`config.mk`:
```
export PLATFORM = sky130hd
export DESIGN_NAME = tpst_div_cell
export DESIGN_NICKNAME = d
export VERILOG_FILES = /design/src/tpst_pkg.sv /design/src/tpst_div_cell.sv
export SDC_FILE = /design/constraint.sdc
export NUM_CORES = 1
export LEC_CHECK = 0
export ABC_CLOCK_PERIOD_IN_PS = 900
export BUFFER_PORTS_ARGS = -buffer_cell sky130_fd_sc_hd__buf_2
export CORE_AREA = 2 2 360 362
export CTS_CLUSTER_SIZE = 25
export DETAILED_ROUTE_END_ITERATION = 12
export DIE_AREA = 0 0 362 364
export PLACE_DENSITY = 0.43
export SYNTH_ARGS = -nofsm -noshare
export SYNTH_HDL_FRONTEND = slang
export SYNTH_SLANG_ARGS = --single-unit
```
`constraint.sdc`:
```
create_clock -name clk -period 0.9 [get_ports clk]
set_clock_uncertainty 0.1 [all_clocks]
set_input_delay 0.18 -clock clk [delete_from_list [all_inputs] [get_ports clk]]
set_output_delay 0.18 -clock clk [all_outputs]
set_load 0.1 [all_outputs]
```
`src/tpst_pkg.sv`:
```
`default_nettype none
package tpst_pkg;

	localparam int CW    = 24;          // coordinate width
	localparam int F     = 24;          // coefficient fraction bits
	localparam int DW    = CW + 1;      // point difference
	localparam int PW    = 2 * DW;      // difference product
	localparam int MW    = 2 * CW + 1;  // magnitude of |u|^2, u.v, u x v
	localparam int NUM_W = MW + F + 1;  // dividend, one cell per bit
	localparam int OW    = 32;          // output word
	localparam int TW    = OW + CW;     // coefficient times coordinate
	localparam int SW    = TW + 2;      // translation sum

	typedef struct packed {
		logic [NUM_W-1:0] num;
		logic [MW-1:0]    rem;
		logic [OW-1:0]    quo;
		logic             ovf;
		logic             neg;
	} lane_t;

	typedef struct packed {
		logic                 vld;
		logic                 coinc;
		logic signed [CW-1:0] p1x;
		logic signed [CW-1:0] p1y;
		logic signed [CW-1:0] q1x;
		logic signed [CW-1:0] q1y;
		logic [MW-1:0]        den;
		lane_t                a;
		lane_t                b;
	} cell_t;

endpackage
`default_nettype wire

```
`src/tpst_div_cell.sv`:
```
`default_nettype none
module tpst_div_cell (
	input  wire logic            clk,
	input  wire logic            arst_n,
	input  wire logic            en,
	input  wire tpst_pkg::cell_t d,
	output tpst_pkg::cell_t      q
);

	function automatic tpst_pkg::lane_t div_step(tpst_pkg::lane_t l,
			logic [tpst_pkg::MW-1:0] den);
		logic [tpst_pkg::MW:0] trial;
		logic                  ge;
		tpst_pkg::lane_t       r;
		r     = l;
		trial = {l.rem, l.num[tpst_pkg::NUM_W-1]};
		ge    = (trial >= {1'b0, den});
		r.rem = ge ? tpst_pkg::MW'(trial - {1'b0, den}) : trial[tpst_pkg::MW-1:0];
		r.num = {l.num[tpst_pkg::NUM_W-2:0], 1'b0};
		r.quo = {l.quo[tpst_pkg::OW-2:0], ge};
		r.ovf = l.ovf | l.quo[tpst_pkg::OW-1];
		return r;
	endfunction

	tpst_pkg::cell_t nxt;

	always_comb begin
		nxt   = d;
		nxt.a = div_step(d.a, d.den);
		nxt.b = div_step(d.b, d.den);
	end

	always_ff @(posedge clk or negedge arst_n) begin
		if (!arst_n) begin
			q.vld <= 1'b0;
		end else if (en) begin
			q <= nxt;
		end
	end

endmodule
`default_nettype wire

```
Word level (Yosys, flattened, before mapping)
Cells that the tools add are included.
Operators by class
  add/sub/neg operators: 2
  multipliers: 0
  div/mod/pow operators: 0
  magnitude comparators: 2
  equality and inequality tests: 0
  shift-type cells: 0
  mux-type cells: 2
  bitwise logic cells: 2
  reduce and logical (&&, ||, !) cells: 1
Operator list (number)
  $ge 50x49->1: 2
  $mux 49: 2
  $sub 49x49->49: 2
  $or 1x1->1: 2
  $reduce_and 2->1: 1
Word-level totals
  bits in registers: 459
  latch bits: 0
  bits in writable memories: 0
  ROM bits: 0
  output and inout port bits: 461
  word-level logic and storage cells: 26
  memories: 0

Longest topological paths before layout
  depth after elaboration: 2
  mapped depth: 17
  gate-level depth less buffers: 15

Least setup slack after synthesis
No wires, ideal clock.
  kind: input to register
  from: input en
  to: register q[0] (netlist bit), enable pin
  data arrival time: 10.468 ns
  setup slack: -10.547 ns
  stages: 1
  path buffers: 0
  path through: and2_1
Between the ends
  longest elaborated chain between the ends: 1
RTL lines
  start: declaration: RTL line tpst_div_cell.sv:5  | input wire logic en,
  $reduce_and 2->1 (no line)
  end signal: assignment: RTL line tpst_div_cell.sv:37  | q <= nxt;
  end: declaration: RTL line tpst_div_cell.sv:7  | output tpst_pkg::cell_t q
No other way between the ends.
A chain may end at the register's enable or synchronous reset.

==> results.md <==
- Critical Path Sink Type: flip-flop
- DRC errors left: 0
- Async SR Flop Fraction: 0.002179
- Final WL: 134.6 mm
- Worst relative slew slack: 0.5665
- Minimum clock period: 3.033 ns
- Hold Crit Class: input port to flip-flop
- Synthesis-stage register bit count: 459
- Chip height: 364 µm
- Initial antenna violation count: 66
- I/O pin count: 925
- CTS root buf: clkbuf_16
- Critical path arrival: 3.33 ns
- Final core utilization: 0.3646
- Mux contribution to synthesized area: 0.03536
- Worst-Margin Slew: 0.6421 ns
- Setup WS post-layout: -2.133 ns
- Final Max Slew Viols: 0
- Starting density of the core: 0.1638
- Hold Slack: -0.1689 ns
- Largest net degree at the start of global routing: 40
- Peak supply drop: 1.173 mV
- Layout Area Growth over Synthesis: 122.6%
- CTS tree: yes
- Core ar.: 128300 µm²
- Avg Inst Size Synth: 13.80 µm²
- Global placement routability congestion: 0.8706
- CP max stage cell: a2111oi_4
- Unrepaired setup endpoints after global routing: true
- Final Hold Viols: 2
- Filler cells: 12500
- Biggest regs: q (459)
- Nets: 4007
- Width of the die: 362 µm
- Drt pass-1 iters: 5
- Most common cell after layout, fill and taps aside: buf_12
- Clk sinks: 459
- Worst-path cell chain: buf_8 -> ha_4 -> inv_2 -> fa_2 -> a211oi_4 -> o21ai_2 -> a21oi_4 -> nor3b_4 -> o211ai_4 -> a2111oi_4 -> o21ai_2 -> a31o_1 -> o41ai_4 -> buf_6 -> buf_6 -> buf_12 -> mux2_4
- Via density: 3.999
- Global Route Usage Sum: 0.1978
- Main combinational cell family by area after synthesis: compound AO/OA/AOI/OAI gates
- PortBufs: 922
- Max-cap viol count: 0
- Synth Area in Compound Gates: 0.1122
- Ratio of cells with drive above 1 in the final layout: 0.5000
- Max Freq: 0.3298 GHz
- CTS Buf Count: 66
- CP Launch Type: input port
- Failing checks: hold timing, setup timing
- Setup CP Type: input port to flip-flop
- Period utilization: 3.369
- CP max stage delay: 0.42 ns
- # rows: 132
- Via Count: 20750
- Maximum root-to-sink buffer count: 3
- EDFF count, synth: 458
- Post-DRT Antenna Nets: 0
- Run status: finished, violations left
- YS warnings: 0
- Post-synth design cell area: 21020 µm²
- DRT iter0 DRCs: 1252
- Mapped Cells: 1523
- Global-route wire length before repair: 178.5 mm
- Setup WS pre-CTS: -3.011 ns
- Max reg flops: 459
- DP Cell Count: 4546
- PD cells: 1838 nW/µm²
- CP Max Fanout: 14
- Most common flop cell mapped by yosys: edfxtp_1
- Clk slew on worst S/H paths: 0.05 ns
- Post-DP HPWL: 109.4 mm
- Synth Area in XOR/XNOR: 0.03417
- Biggest register: q
- Simple-gate share of the synthesized area: 0.07769
- Register area share after synthesis: 0.6556
- Distinct cells, synth: 81
- CTS HTree Levels: 3
- Final Setup Violations: 560
- WL per Instance: 25.95 µm
- Fin cells: 5189
- Commonest cells after routing, fill and taps aside: 485 x buf_12, 462 x dlygate4sd3_1, 460 x buf_2, 458 x edfxtp_1, 450 x buf_4
- Pleak: 19.82 nW
- Worst-Skew Late Latency: 0.65 ns
- Worst EP required: 1.20 ns
- Synthesized-area fraction occupied by adder cells: 0.06025
- Grt total ovfl: 0
- Vias in the first global route: 21590
- DIE AREA: 131800 µm²
cell families (layout without fill, tap and decap cells):
family / count (synthesis) / count (layout)
buffers and inverters: 124 / 2092
other: 1 / 24
and+or+nand+nor: 336 / 336
xor gates and xnor gates: 82 / 82
AOI/OAI and AO/OA: 370 / 370
DFF: 459 / 459
adders and majority gates: 100 / 100
muxes: 51 / 51
area by class of cell:
| class | count | area [µm²] | area share |
|---|---|---|---|
| repair buffers | 1890 | 20590 | 0.4401 |
| well taps | 1675 | 2096 | 0.04479 |
| clock buffers | 79 | 1722 | 0.03680 |
| clock inverters | 38 | 407.9 | 0.008718 |
| multi-input cells | 941 | 7771 | 0.1661 |
| inverters | 84 | 342.8 | 0.007327 |
| diodes | 22 | 55.05 | 0.001177 |
| flip-flops and latches | 459 | 13780 | 0.2946 |
| repair inverters | 1 | 20.02 | 0.0004279 |
where the power goes:
group	switching [mW]	total, mW	internal [mW]
logic	19.4	32.6	13.3
clock network	11.0	26.2	15.2
registers	1.46	27.1	25.7
synth_stat cells, types with 4 or more instances:
cell type,number,area share
xnor2_1,54,0.023
a21o_1,55,0.020
nor2b_1,15,0.0045
clkbuf_1,26,0.0046
a211oi_1,8,0.0029
a31oi_1,11,0.0033
or3_1,4,0.0012
or2_2,8,0.0024
nor4_1,7,0.0021
buf_2,5,0.0012
nand4_1,13,0.0039
buf_6,5,0.0027
and3_1,13,0.0039
o21bai_1,19,0.0068
nor3_1,18,0.0043
ha_1,98,0.058
o211ai_1,4,0.0014
o21a_1,9,0.0032
mux2_4,46,0.033
a21oi_1,142,0.034
o22ai_1,4,0.0012
a21boi_0,4,0.0014
nor3b_1,5,0.0018
xor2_1,28,0.012
o21ai_0,60,0.014
o31ai_1,7,0.0025
inv_1,83,0.015
nand3_1,34,0.0081
nor2_1,100,0.018
and2_1,11,0.0033
a221o_1,4,0.0019
a211o_1,5,0.0021
nand2_1,82,0.015
edfxtp_1,458,0.65
nand2b_1,11,0.0033
critical path, delay by kind of cell:
kind,cells,cell delay [ns]
AOI/OAI and AO/OA,8,1.58
buffers and inverters,5,0.57
adders and majority gates,2,0.37
muxes,1,0.31
and+or+nand+nor,1,0.29
metrics by stage:
stage / TNS [ns] / power [mW] / area, µm²
3_3_place_gp: -497.36 / 56.98 / 38360
3_5_place_dp: -500.98 / 57.02 / 38360
5_1_grt: -530.03 / 89.00 / 46750
6_report: -497.24 / 86.01 / 46790
2_1_floorplan: -1730.14 / 43.29 / 21330
4_1_cts: -526.89 / 86.98 / 46400
path summary, 6_finish.rpt:
path	start	endpoint	slack, ns	depth (start not counted)
max	d[314]	q[48]	-2.13	17
min	d[313]	q[191]	-0.17	3
max reg2reg	q[460]	q[460]	-0.07	1
min reg2reg	q[460]	q[460]	0.51	1
max in group asynchronous	arst_n	q[460]	0.20	4
min in group asynchronous	arst_n	q[460]	0.38	4
routing by layer:
| layer | vias to the layer above | part of all wire | GRT usage |
|---|---|---|---|
| met3 | 183 | 0.091 | 0.07271 |
| li1 | 9656 | - | - |
| met5 | - | 0.0016 | 0 |
| met4 | 36 | 0.031 | 0.06021 |
| met2 | 739 | 0.49 | 0.3439 |
| met1 | 10140 | 0.38 | 0.2250 |
repair_timing:
item,4_1_cts,5_1_grt
hold buffers,459,3
setup buffers,24,8
gates resized for setup,186,65
setup endpoints to repair,560,560
endpoints found under the hold margin,458,5
pin swaps,38,37
gates cloned,14,0
Power figures use the tool's default switching activity.
